## src/design/fla_pkg.sv

```systemverilog
// Shared constants and cell control types for the free-list extent allocator.
package fla_pkg;
  localparam int unsigned MAX_EXTENTS  = 16;
  localparam int unsigned MAX_BLOCKS   = 16;
  localparam int unsigned EXT_IDX_W    = $clog2(MAX_EXTENTS);
  localparam int unsigned BLK_IDX_W    = $clog2(MAX_BLOCKS);
  localparam int unsigned EXT_CNT_W    = $clog2(MAX_EXTENTS + 1);
  localparam logic [16:0] REGION_BYTES = 17'd65536;
  localparam logic [16:0] MIN_REGION   = 17'd64;
  localparam logic [16:0] HEADER_BYTES = 17'd16;
  localparam logic [16:0] NODE_BYTES   = 17'd16;
  localparam logic [12:0] MIN_ALIGN    = 13'd8;

  localparam logic [1:0] FUNC_ALLOC = 2'd0;
  localparam logic [1:0] FUNC_FREE  = 2'd1;
  localparam logic [1:0] FUNC_RESET = 2'd2;

  localparam logic [2:0] ST_OK      = 3'd0;
  localparam logic [2:0] ST_NO_FIT  = 3'd1;
  localparam logic [2:0] ST_BAD_REQ = 3'd2;
  localparam logic [2:0] ST_FULL    = 3'd3;
  localparam logic [2:0] ST_UNKNOWN = 3'd4;

  localparam logic CFG_FIT_POLICY  = 1'b0;
  localparam logic CFG_REGION_SIZE = 1'b1;

  typedef enum logic [1:0] {
    CELL_HOLD,
    CELL_LOAD,
    CELL_TAKE_NEXT,
    CELL_TAKE_PREV
  } cell_op_t;

  // Row-wide command: optional load of one cell plus an optional shift.
  typedef struct packed {
    logic                 load_en;
    logic [EXT_IDX_W-1:0] tgt;
    logic [15:0]          ld_start;
    logic [16:0]          ld_len;
    logic                 shl;
    logic                 shr;
    logic [EXT_IDX_W-1:0] from;
  } row_ctl_t;
endpackage

```

## src/design/fla_ext_cell.sv

```systemverilog
// One extent cell: holds a start and a length, loads or takes a neighbour's pair.
module fla_ext_cell (
  input  logic            clk,
  input  logic            rst_n,
  input  fla_pkg::cell_op_t op,
  input  logic [15:0]     ld_start,
  input  logic [16:0]     ld_len,
  input  logic [15:0]     prev_start,
  input  logic [16:0]     prev_len,
  input  logic [15:0]     next_start,
  input  logic [16:0]     next_len,
  output logic [15:0]     start,
  output logic [16:0]     len
);
  import fla_pkg::*;

  logic [15:0] start_r;
  logic [16:0] len_r;

  always_ff @(posedge clk) begin
    if (!rst_n) begin
      start_r <= '0;
      len_r   <= REGION_BYTES;
    end else begin
      case (op)
        CELL_LOAD:      begin start_r <= ld_start;   len_r <= ld_len;   end
        CELL_TAKE_NEXT: begin start_r <= next_start; len_r <= next_len; end
        CELL_TAKE_PREV: begin start_r <= prev_start; len_r <= prev_len; end
        default:        begin start_r <= start_r;    len_r <= len_r;    end
      endcase
    end
  end

  assign start = start_r;
  assign len   = len_r;
endmodule

```

## src/design/fla_ext_row.sv

```systemverilog
// Row of extent cells; decodes the row command into one operation per cell.
module fla_ext_row (
  input  logic                                        clk,
  input  logic                                        rst_n,
  input  fla_pkg::row_ctl_t                           ctl,
  output logic [fla_pkg::MAX_EXTENTS-1:0][15:0]       starts,
  output logic [fla_pkg::MAX_EXTENTS-1:0][16:0]       lens
);
  import fla_pkg::*;

  for (genvar i = 0; i < MAX_EXTENTS; i++) begin : g_cell
    cell_op_t    op;
    logic [15:0] ps, ns;
    logic [16:0] pl, nl;

    always_comb begin
      op = CELL_HOLD;
      if (ctl.load_en && ctl.tgt == EXT_IDX_W'(i)) begin
        op = CELL_LOAD;
      end else if (ctl.shl && EXT_IDX_W'(i) >= ctl.from && i < MAX_EXTENTS - 1) begin
        op = CELL_TAKE_NEXT;
      end else if (ctl.shr && EXT_IDX_W'(i) > ctl.from) begin
        op = CELL_TAKE_PREV;
      end
    end

    assign ps = starts[(i == 0) ? 0 : i - 1];
    assign pl = lens[(i == 0) ? 0 : i - 1];
    assign ns = starts[(i == MAX_EXTENTS - 1) ? i : i + 1];
    assign nl = lens[(i == MAX_EXTENTS - 1) ? i : i + 1];

    fla_ext_cell u_cell (
      .clk       (clk),
      .rst_n     (rst_n),
      .op        (op),
      .ld_start  (ctl.ld_start),
      .ld_len    (ctl.ld_len),
      .prev_start(ps),
      .prev_len  (pl),
      .next_start(ns),
      .next_len  (nl),
      .start     (starts[i]),
      .len       (lens[i])
    );
  end
endmodule

```

## config.mk

```make
export PLATFORM = sky130hd
export DESIGN_NAME = fla_ext_row
export DESIGN_NICKNAME = d
export VERILOG_FILES = /design/src/design/fla_pkg.sv /design/src/design/fla_ext_cell.sv /design/src/design/fla_ext_row.sv
export SDC_FILE = /design/constraint.sdc
export NUM_CORES = 1
export LEC_CHECK = 0
export ABC_CLOCK_PERIOD_IN_PS = 1900
export BUFFER_PORTS_ARGS = -buffer_cell sky130_fd_sc_hd__buf_2
export CORE_MARGIN = 2
export CORE_UTILIZATION = 35
export DETAILED_ROUTE_END_ITERATION = 6
export GPL_ROUTABILITY_DRIVEN = 0
export SKIP_CTS_REPAIR_TIMING = 1
export SLEW_MARGIN = 0
export SYNTH_ARGS = -nofsm -noshare
export SYNTH_HDL_FRONTEND = slang
export SYNTH_HIERARCHICAL = 1
export SYNTH_SLANG_ARGS = --single-unit
```

## constraint.sdc

```tcl
create_clock -name clk -period 1.9 [get_ports clk]
set_input_delay 0.19 -clock clk [delete_from_list [all_inputs] [get_ports clk]]
set_output_delay 0.19 -clock clk [all_outputs]
set_load 0.02 [all_outputs]
```

Word level (Yosys, flattened, before mapping)
Cells that the tools add are included. Widths: inputs -> output; s select.

Bits in registers: 528. Input bits: 46. Output and inout port bits: 528. Word-level logic and storage cells: 267.

$lt $le $gt $ge: 31. Equal/unequal tests: 61. Multiplexer cells: 79. Reduce and logical (&&, ||, !) cells: 64.

Operators with widths (number): $pmux 17 s3 (14); $pmux 16 s3 (14); $mux 2 (47); $pmux 17 s2 (2); $pmux 16 s2 (2); $eq 2x2->1 const B (30); $logic_and 1x1->1 (47); $reduce_bool 3->1 (14); $eq 2x1->1 const B (16); $eq 4x4->1 const B (8); $gt 4x4->1 const A (8); $ge 4x4->1 const A (7); $eq 4x3->1 const B (4); $ge 3x4->1 const A (4); $gt 3x4->1 const A (4); $eq 4x2->1 const B (2); $ge 1x4->1 const A (2); $ge 2x4->1 const A (2); $gt 1x4->1 const A (2); $gt 2x4->1 const A (2); $eq 4x1->1 const B (1); $logic_not 4->1 (1); $reduce_bool 2->1 (2).

Longest topological paths before layout
Gate-level depths: netlist (run 1).

Word-level depth: 7. Depth in mapped cells: 9. Mapped depth without buffers: 5.

Cells and area by module
Netlist (run 1), hierarchy kept.

Modules (own cells, without submodules): fla_ext_cell (instances 16, cells an instance 146, area an instance 1660.3 um^2); fla_ext_row (instances 1, cells an instance 102, area an instance 631.9 um^2).

Worst setup path before layout (run 1)
Ideal clock, no wire load.

Path kind: input to register. Start point: input port ctl[0] (netlist bit). End point: register g_cell[5].u_cell.len_r[16]. Library setup time: 117 ps. Arrival time: 1748 ps. Data required time: 1783 ps. Slack: 35 ps. Stages: 6. Cells stage by stage: buf_2 -> nor2b_1 -> o21ai_0 -> nor4b_1 -> mux4_1 -> nand2b_1.

Cells in the longest elaborated chain, start to end: 7. Elaborated cells on any way between the ends: 12. Those cells by class: order compare (2); eq/ne (3); mux (4); reduce/logical (3).

RTL lines: from (decl) (line fla_ext_row.sv:5) `input fla_pkg::row_ctl_t ctl,`; $gt 3x4->1 (line fla_ext_row.sv:22) `end else if (ctl.shr && EXT_IDX_W'(i) > ctl.from) begin`; $logic_and 1x1->1 (line fla_ext_row.sv:22); $mux 2 (line fla_ext_row.sv:22); $mux 2 (*) (line fla_ext_row.sv:20) `end else if (ctl.shl && EXT_IDX_W'(i) >= ctl.from && i < MAX_EXTENTS - 1) begin`; $mux 2 (*) (line fla_ext_row.sv:18) `if (ctl.load_en && ctl.tgt == EXT_IDX_W'(i)) begin`; net g_cell[5].op[1] (line fla_ext_row.sv:12) `cell_op_t op;`; $eq 2x2->1 / $eq 2x1->1 (equally long branches) (line fla_ext_cell.sv:25) `case (op)`; $pmux 17 s3 / $reduce_bool 3->1 (equally long branches); to (signal assigned) (line fla_ext_cell.sv:26) `CELL_LOAD: begin start_r <= ld_start; len_r <= ld_len; end`; to (signal assigned) (line fla_ext_cell.sv:27) `CELL_TAKE_NEXT: begin start_r <= next_start; len_r <= next_len; end`; to (signal assigned) (line fla_ext_cell.sv:28) `CELL_TAKE_PREV: begin start_r <= prev_start; len_r <= prev_len; end`; to (decl) (line fla_ext_cell.sv:18) `logic [16:0] len_r;`.

Mark *: on every way through the listed nets, which the timed path passes. The rest lies on a longest branch. A chain may end at the register's enable or synchronous reset.

Final worst setup path (run 1)
Start point: register g_cell[8].u_cell.start_r[9]. End point: output port starts[137] (netlist bit).

RTL lines: from (decl) (line fla_ext_cell.sv:17) `logic [15:0] start_r;`; from (signal assigned) (line fla_ext_cell.sv:26); from (signal assigned) (line fla_ext_cell.sv:27); from (signal assigned) (line fla_ext_cell.sv:28); to (decl) (line fla_ext_row.sv:6) `output logic [fla_pkg::MAX_EXTENTS-1:0][15:0] starts,`.

No word-level cell between the ends.

==> results.sh, run 1 <==
export IMPL_cts_htree_levels=3
export IMPL_hold_depth=3
export IMPL_hp_start="ctl[30]"
export IMPL_avgSynthCellArea_um2=11.2
export IMPL_timing_fmax_mhz=656
export IMPL_drive_gt1_share_pct=29.6
export IMPL_grtUsageTotal_pct=23.1
export IMPL_core_area_um2=77200
export IMPL_grt_overflow=0
export IMPL_crit_fanout=4
export IMPL_synth_top_area_share_pct=38.9
export IMPL_wire_per_inst_um=23.0
export IMPL_worst_pin_slew_ps=529
export IMPL_whs_ps=123
export IMPL_cts_tree="built"
export IMPL_antenna_found_initial=3
export IMPL_die_w_um=283
export IMPL_dp_cells=4059
export IMPL_clk_latency_ps=610
export IMPL_cts_sinks=528
export IMPL_min_period_ps=1520
export IMPL_ys_ff_latch=528
export IMPL_drt_iter0_markers=966
export IMPL_start_util_pct=35.2
export IMPL_fill_cells=7574
export IMPL_required_ps=1710
export IMPL_antenna_left=0
export IMPL_multi_input_area_um2=14800
export IMPL_max_stage_delay_ps=520
export IMPL_synthFlopType="dfxtp_1"
export IMPL_final_cells=4177
export IMPL_min_path_type="in -> reg"
export IMPL_path_class="reg -> out"
export IMPL_netlist_instances=2438
export IMPL_die_y_um=283
export IMPL_antenna_cells=0
export IMPL_place_ws_ps=-156
export IMPL_nNetsFinal=3134
export IMPL_synth_edf_count=0
export IMPL_async_reset_ff_share_pct=0
export IMPL_routed_wl_um=96100
export IMPL_synth_seq_area_share_pct=38.9
export IMPL_grt_setup_unrepaired="no"
export IMPL_syn_to_final_growth_pct=25.9
export IMPL_synth_area_leaders="dfxtp_1, mux2i_1, o22ai_1"
export IMPL_vias=23070
export IMPL_hold_end="g_cell[10].u_cell/start[7]"
export IMPL_syn_area_um2=27200
export IMPL_grt_pass1_vias=23183
export IMPL_yosysTopAreaCell="dfxtp_1"
export IMPL_slew_headroom_pct=64.7
export IMPL_hold_viol_final=0
export IMPL_fin_skew_ps=28.8
export IMPL_drt_vias_per_instance=5.52
export IMPL_cp_end_kind="output pin"
export IMPL_critPathBufInv=1
export IMPL_p_total_mw=29.8
export IMPL_yosysUniqueCellTypes=36
export IMPL_clockBufferDepth=3
export IMPL_dp_hpwl_um=74100
export IMPL_seq_area_um2=10600
export IMPL_fin_ws_ps=376
export IMPL_fin_crit_sh_pct=80.2
export IMPL_crit_family="flip-flops"
export IMPL_path_clk_slew_ps=60
export IMPL_syn_nets=2484
export IMPL_port_buffers=573
export IMPL_finalMaxSlewViolations=0
export IMPL_arrival_ps=1330
export IMPL_r2r_slack_ps=720
export IMPL_firstDrtPassIters=7
export IMPL_r2r_worst_path_cells=2
export IMPL_p_leak_nw=15.0
export IMPL_clockRootBuffer="clkbuf_16"
export IMPL_ios=574
export IMPL_ir_worst_vdd_uv=590
export IMPL_synth_warnings=6
export IMPL_r2r_end="g_cell[10].u_cell/len[16]"
export IMPL_fp_row_count=102
export IMPL_setup_violations_final=0
export IMPL_power_density_nw_per_um2=870
export IMPL_critPathLaunchType="flip-flop"
export IMPL_grt_max_degree=65
export IMPL_dieArea_um2=80000
export IMPL_r2r_start="g_cell[11].u_cell/len[16]"
export IMPL_status="complete, no violations"
export IMPL_final_common_cell="mux2i_1"
export IMPL_cp_cell_sequence="buf_2"
export IMPL_final_cell_mix="mux2i_1, buf_2, dfxtp_1"
export IMPL_grt_pass1_wl_um=144000
export IMPL_numCtsBuffers=66
export IMPL_critPathSlowestCell="dfxtp_1"
export IMPL_cap_violations=0
export IMPL_route_detailed_drc=0
## metal layers
layer	track usage, %	wire length [µm]	up-vias
met3	7.54	7540	151
met2	39.7	46500	612
li1	-	-	10832
met4	6.66	2290	4
met1	27.4	39700	11471
met5	0	20	-
## worst max-delay path by stage
stage | slack (ps) | from | depth (start not counted) | endpoint
after floorplan | 40 | ctl[0] | 6 | g_cell[5].u_cell/len[16]
after global placement | -150 | ctl[0] | 8 | g_cell[8].u_cell/start[11]
after detailed placement | -160 | ctl[40] | 7 | g_cell[1].u_cell/len[1]
after CTS | 290 | g_cell[9].u_cell/len[11] | 1 | lens[164]
after global routing | 290 | g_cell[8].u_cell/start[9] | 1 | starts[137]
final | 380 | g_cell[8].u_cell/start[9] | 1 | starts[137]
## layout make-up
| cell class | instances | area share, % |
|---|---|---|
| clock inverter | 22 | 0.672 |
| multi-input combinational | 1688 | 43.2 |
| timing repair buffer | 802 | 15.7 |
| tap | 1040 | 3.80 |
| sequential | 528 | 30.9 |
| inverter | 2 | 0.0219 |
| clock buffer | 95 | 5.71 |
## Yosys cell counts (all sizes together), types with 6 or more instances
cell,count
mux2i,1024
dfxtp,528
o22ai,521
buf,155
clkbuf,65
nand2b,35
nand2,21
mux4,16
nor2,14
nor3,10
a21oi,7
o21ai,7
a21o,6
## kinds of logic (layout without fill, tap and decap cells)
group,Yosys count,in the layout,synth area share (%)
and+or+nand+nor,95,95,1.93
muxes,1040,1040,39.2
AOI/OAI and AO/OA,553,553,12.8
DFF,528,528,38.9
buffers and inverters,222,921,7.14
## stage by stage
step	setup TNS (ps)	cell area, µm²	util (%)
after global placement	-14300	32100	41.5
after detailed placement	-19200	32100	41.5
after CTS	0	34200	44.3
final	0	34200	44.4
after floorplan	0	27200	-
after global routing	0	34200	44.4
## registers in the layout, summed over array words and instances (netlist names)
name	cells
g_cell.u_cell/start	256
g_cell.u_cell/len	272
## where the power goes
part           internal [mW]  switching [mW]  total (mW)
Clock                   7.48            5.18        12.7
Sequential              11.5           0.553        12.1
Combinational           2.22            2.86        5.07
Note: power is estimated with default switching activity, not from simulation.
==> run 2, diff against run 1 <==
--- a/config.mk
+++ b/config.mk
@@ -5,7 +5,8 @@
 export SDC_FILE = /design/constraint.sdc
 export NUM_CORES = 1
 export LEC_CHECK = 0
-export ABC_CLOCK_PERIOD_IN_PS = 1900
+export ABC_AREA = 1
+export ABC_CLOCK_PERIOD_IN_PS = 1500
 export BUFFER_PORTS_ARGS = -buffer_cell sky130_fd_sc_hd__buf_2
 export CORE_MARGIN = 2
 export CORE_UTILIZATION = 35
==> constraint.sdc (replaced) <==
create_clock -name clk -period 1.5 [get_ports clk]
set_input_delay 0.15 -clock clk [delete_from_list [all_inputs] [get_ports clk]]
set_output_delay 0.15 -clock clk [all_outputs]
set_load 0.02 [all_outputs]
==> run 2 against run 1 <==
Global-route usage increased by 2.8 points; largest power group is now registers; non-clock buffer count shrank 18; critical path type unchanged; register-to-register slack got worse by 90 ps; worst hold slack lost 15 ps; combinational power is 140% higher; via count rose by 55%; critical path depth unchanged; flip-flop and latch count is the same.
==> results.sh, run 2 <==
export IMPL_status="complete, no violations"
export IMPL_routed_wl_um=124000
export IMPL_tns_ps=0
export IMPL_synth_edf_count=0
export IMPL_synth_top_area_share_pct=33.9
export IMPL_r2r_start="g_cell[5].u_cell/start[14]"
export IMPL_worst_pin_slew_ps=534
export IMPL_netlist_instances=5313
export IMPL_synthFlopType="dfxtp_1"
export IMPL_synth_commonest_cells="nand2_1, nor2_1, nand3_1, inv_1, dfxtp_1"
export IMPL_hold_viol_final=0
export IMPL_r2r_worst_path_cells=4
export IMPL_path_clk_slew_ps=60
export IMPL_path_class="reg -> out"
export IMPL_grt_pass1_vias=32796
export IMPL_stdcell_area_um2=38700
export IMPL_clockBufferDepth=3
export IMPL_fin_crit_sh_pct=97.9
export IMPL_nNetsFinal=5840
export IMPL_cp_end_kind="output pin"
export IMPL_min_period_ps=1470
export IMPL_antenna_left=0
export IMPL_grt_max_degree=78
export IMPL_arrival_ps=1320
export IMPL_hold_end="g_cell[14].u_cell/len[16]"
export IMPL_yosysUniqueCellTypes=23
export IMPL_drt_iter0_markers=2461
export IMPL_vias=35747
export IMPL_wire_per_inst_um=17.7
export IMPL_dieArea_um2=91600
export IMPL_avgSynthCellArea_um2=5.87
export IMPL_clk_latency_ps=620
export IMPL_synth_warnings=6
export IMPL_grtUsageTotal_pct=25.8
export IMPL_critPathSlowestCell="dfxtp_1"
export IMPL_critPathLaunchType="flip-flop"
export IMPL_grt_setup_unrepaired="no"
export IMPL_clockRootBuffer="clkbuf_16"
export IMPL_crit_family="flip-flops"
export IMPL_dp_hpwl_um=93100
export IMPL_place_ws_ps=-240
export IMPL_required_ps=1350
export IMPL_cts_htree_levels=3
export IMPL_seq_area_um2=10600
export IMPL_r2r_end="g_cell[4].u_cell/start[14]"
export IMPL_synth_seq_area_share_pct=33.9
export IMPL_cap_violations=0
export IMPL_grt_overflow=0
export IMPL_drt_vias_per_instance=5.10
export IMPL_syn_nets=5359
export IMPL_slew_headroom_pct=64.4
export IMPL_fin_skew_ps=34.1
export IMPL_async_reset_ff_share_pct=0
export IMPL_p_leak_nw=19.1
export IMPL_max_stage_delay_ps=500
export IMPL_fp_row_count=109
export IMPL_ys_ff_latch=528
export IMPL_ios=574
export IMPL_die_y_um=303
export IMPL_r2r_slack_ps=630
export IMPL_start_util_pct=35.3
export IMPL_die_w_um=303
export IMPL_fin_ws_ps=31.4
export IMPL_antenna_found_initial=8
export IMPL_min_path_type="in -> reg"
export IMPL_synth_area_leaders="dfxtp_1, nand2_1, nor2_1"
export IMPL_port_buffers=573
export IMPL_firstDrtPassIters=6
export IMPL_whs_ps=108
export IMPL_final_common_cell="nand2_1"
export IMPL_cp_cell_sequence="buf_2"
export IMPL_hp_start="ctl[22]"
export IMPL_final_cell_mix="nand2_1, nor2_1, nand3_1"
export IMPL_setup_violations_final=0
export IMPL_place_area_um2=36500
export IMPL_cts_tree="built"
export IMPL_fill_cells=9533
export IMPL_critPathBufInv=1
export IMPL_grt_pass1_wl_um=190000
export IMPL_hold_depth=5
export IMPL_syn_area_um2=31200
export IMPL_drive_gt1_share_pct=16.4
export IMPL_ir_worst_vdd_uv=763
export IMPL_crit_fanout=4
export IMPL_synth_most_common_cell="nand2_1"
export IMPL_largest_reg_flops=272
export IMPL_syn_to_final_growth_pct=23.9
export IMPL_timing_fmax_mhz=681
export IMPL_p_total_mw=46.1
export IMPL_finalMaxSlewViolations=0
export IMPL_power_density_nw_per_um2=1190
export IMPL_yosysTopAreaCell="dfxtp_1"
export IMPL_cts_sinks=528
export IMPL_multi_input_area_um2=16800
export IMPL_numCtsBuffers=67
export IMPL_route_detailed_drc=0
export IMPL_core_area_um2=88400
==> run 2: changes by cell type after synthesis, sizes merged, moves of 6 or more <==
cell | before | now
nand2 | 21 | 1138
nor2 | 14 | 1046
mux2i | 1024 | 0
inv | 2 | 585
nand3 | 3 | 576
o22ai | 521 | 2
o21ai | 7 | 524
a21oi | 7 | 521
buf | 155 | 307
nand2b | 35 | 0
a31oi | 0 | 16
mux4 | 16 | 0
nor3 | 10 | 1
a21o | 6 | 0
==> run 2: final cells by class <==
cell class / instances / share of cell area, %
Inverter: 585 / 5.68
Tap cell: 1165 / 3.77
Clock buffer: 90 / 4.85
Sequential cell: 528 / 27.4
Clock inverter: 22 / 0.660
Antenna cell: 3 / 0.0194
Timing Repair Buffer: 784 / 14.2
Multi-Input combinational cell: 3828 / 43.4
==> run 2: worst reg2reg max path, delay by kind of cell, from the launching register on <==
kind	cells	cell delay, ps
DFF	1	470
and+or+nand+nor	2	130
buffers and inverters	1	70
AOI/OAI and AO/OA	1	140
==> run 2: power breakdown <==
| part | leakage [nW] | internal (mW) | switching, mW | total (mW) |
|---|---|---|---|---|
| combinational | 13.7 | 4.21 | 8.15 | 12.4 |
| clock | 1.06 | 9.46 | 6.70 | 16.2 |
| sequential | 4.37 | 15.5 | 2.04 | 17.6 |
==> run 2: cells by family after synthesis <==
logic type / synth area share [%]
AND/OR/NAND/NOR: 35.8
AO/OA/AOI/OAI: 17.2
buffers and inverters: 13.2
flip-flops: 33.9
==> run 2: how the worst max path moves through the flow <==
stage / from / end / slack [ps] / cells past startpoint
2_1_floorplan: ctl[1] / g_cell[12].u_cell/start[10] / 0.07 / 11
6_report: g_cell[10].u_cell/len[16] / lens[186] / 30 / 1
3_5_place_dp: ctl[39] / g_cell[4].u_cell/len[2] / -240 / 10
3_3_place_gp: ctl[40] / g_cell[6].u_cell/start[4] / -220 / 11
5_1_grt: g_cell[5].u_cell/start[14] / starts[94] / 1 / 1
4_1_cts: g_cell[10].u_cell/len[8] / lens[178] / -20 / 1
==> run 2: layer usage <==
metal	up-vias	share of wire [%]	track usage, %
li1	17824	-	-
met1	16725	42	32.7
met2	949	47	42.7
met3	239	6.7	5.56
met4	10	3.8	10.3
met5	-	0.046	0
==> run 2: through the flow <==
step           util [%]  std cells
3_5_place_dp       41.3       6889
5_1_grt            43.7       7005
6_report           43.7       7005
2_1_floorplan         -       5313
3_3_place_gp       41.3       6889
4_1_cts            43.7       7001
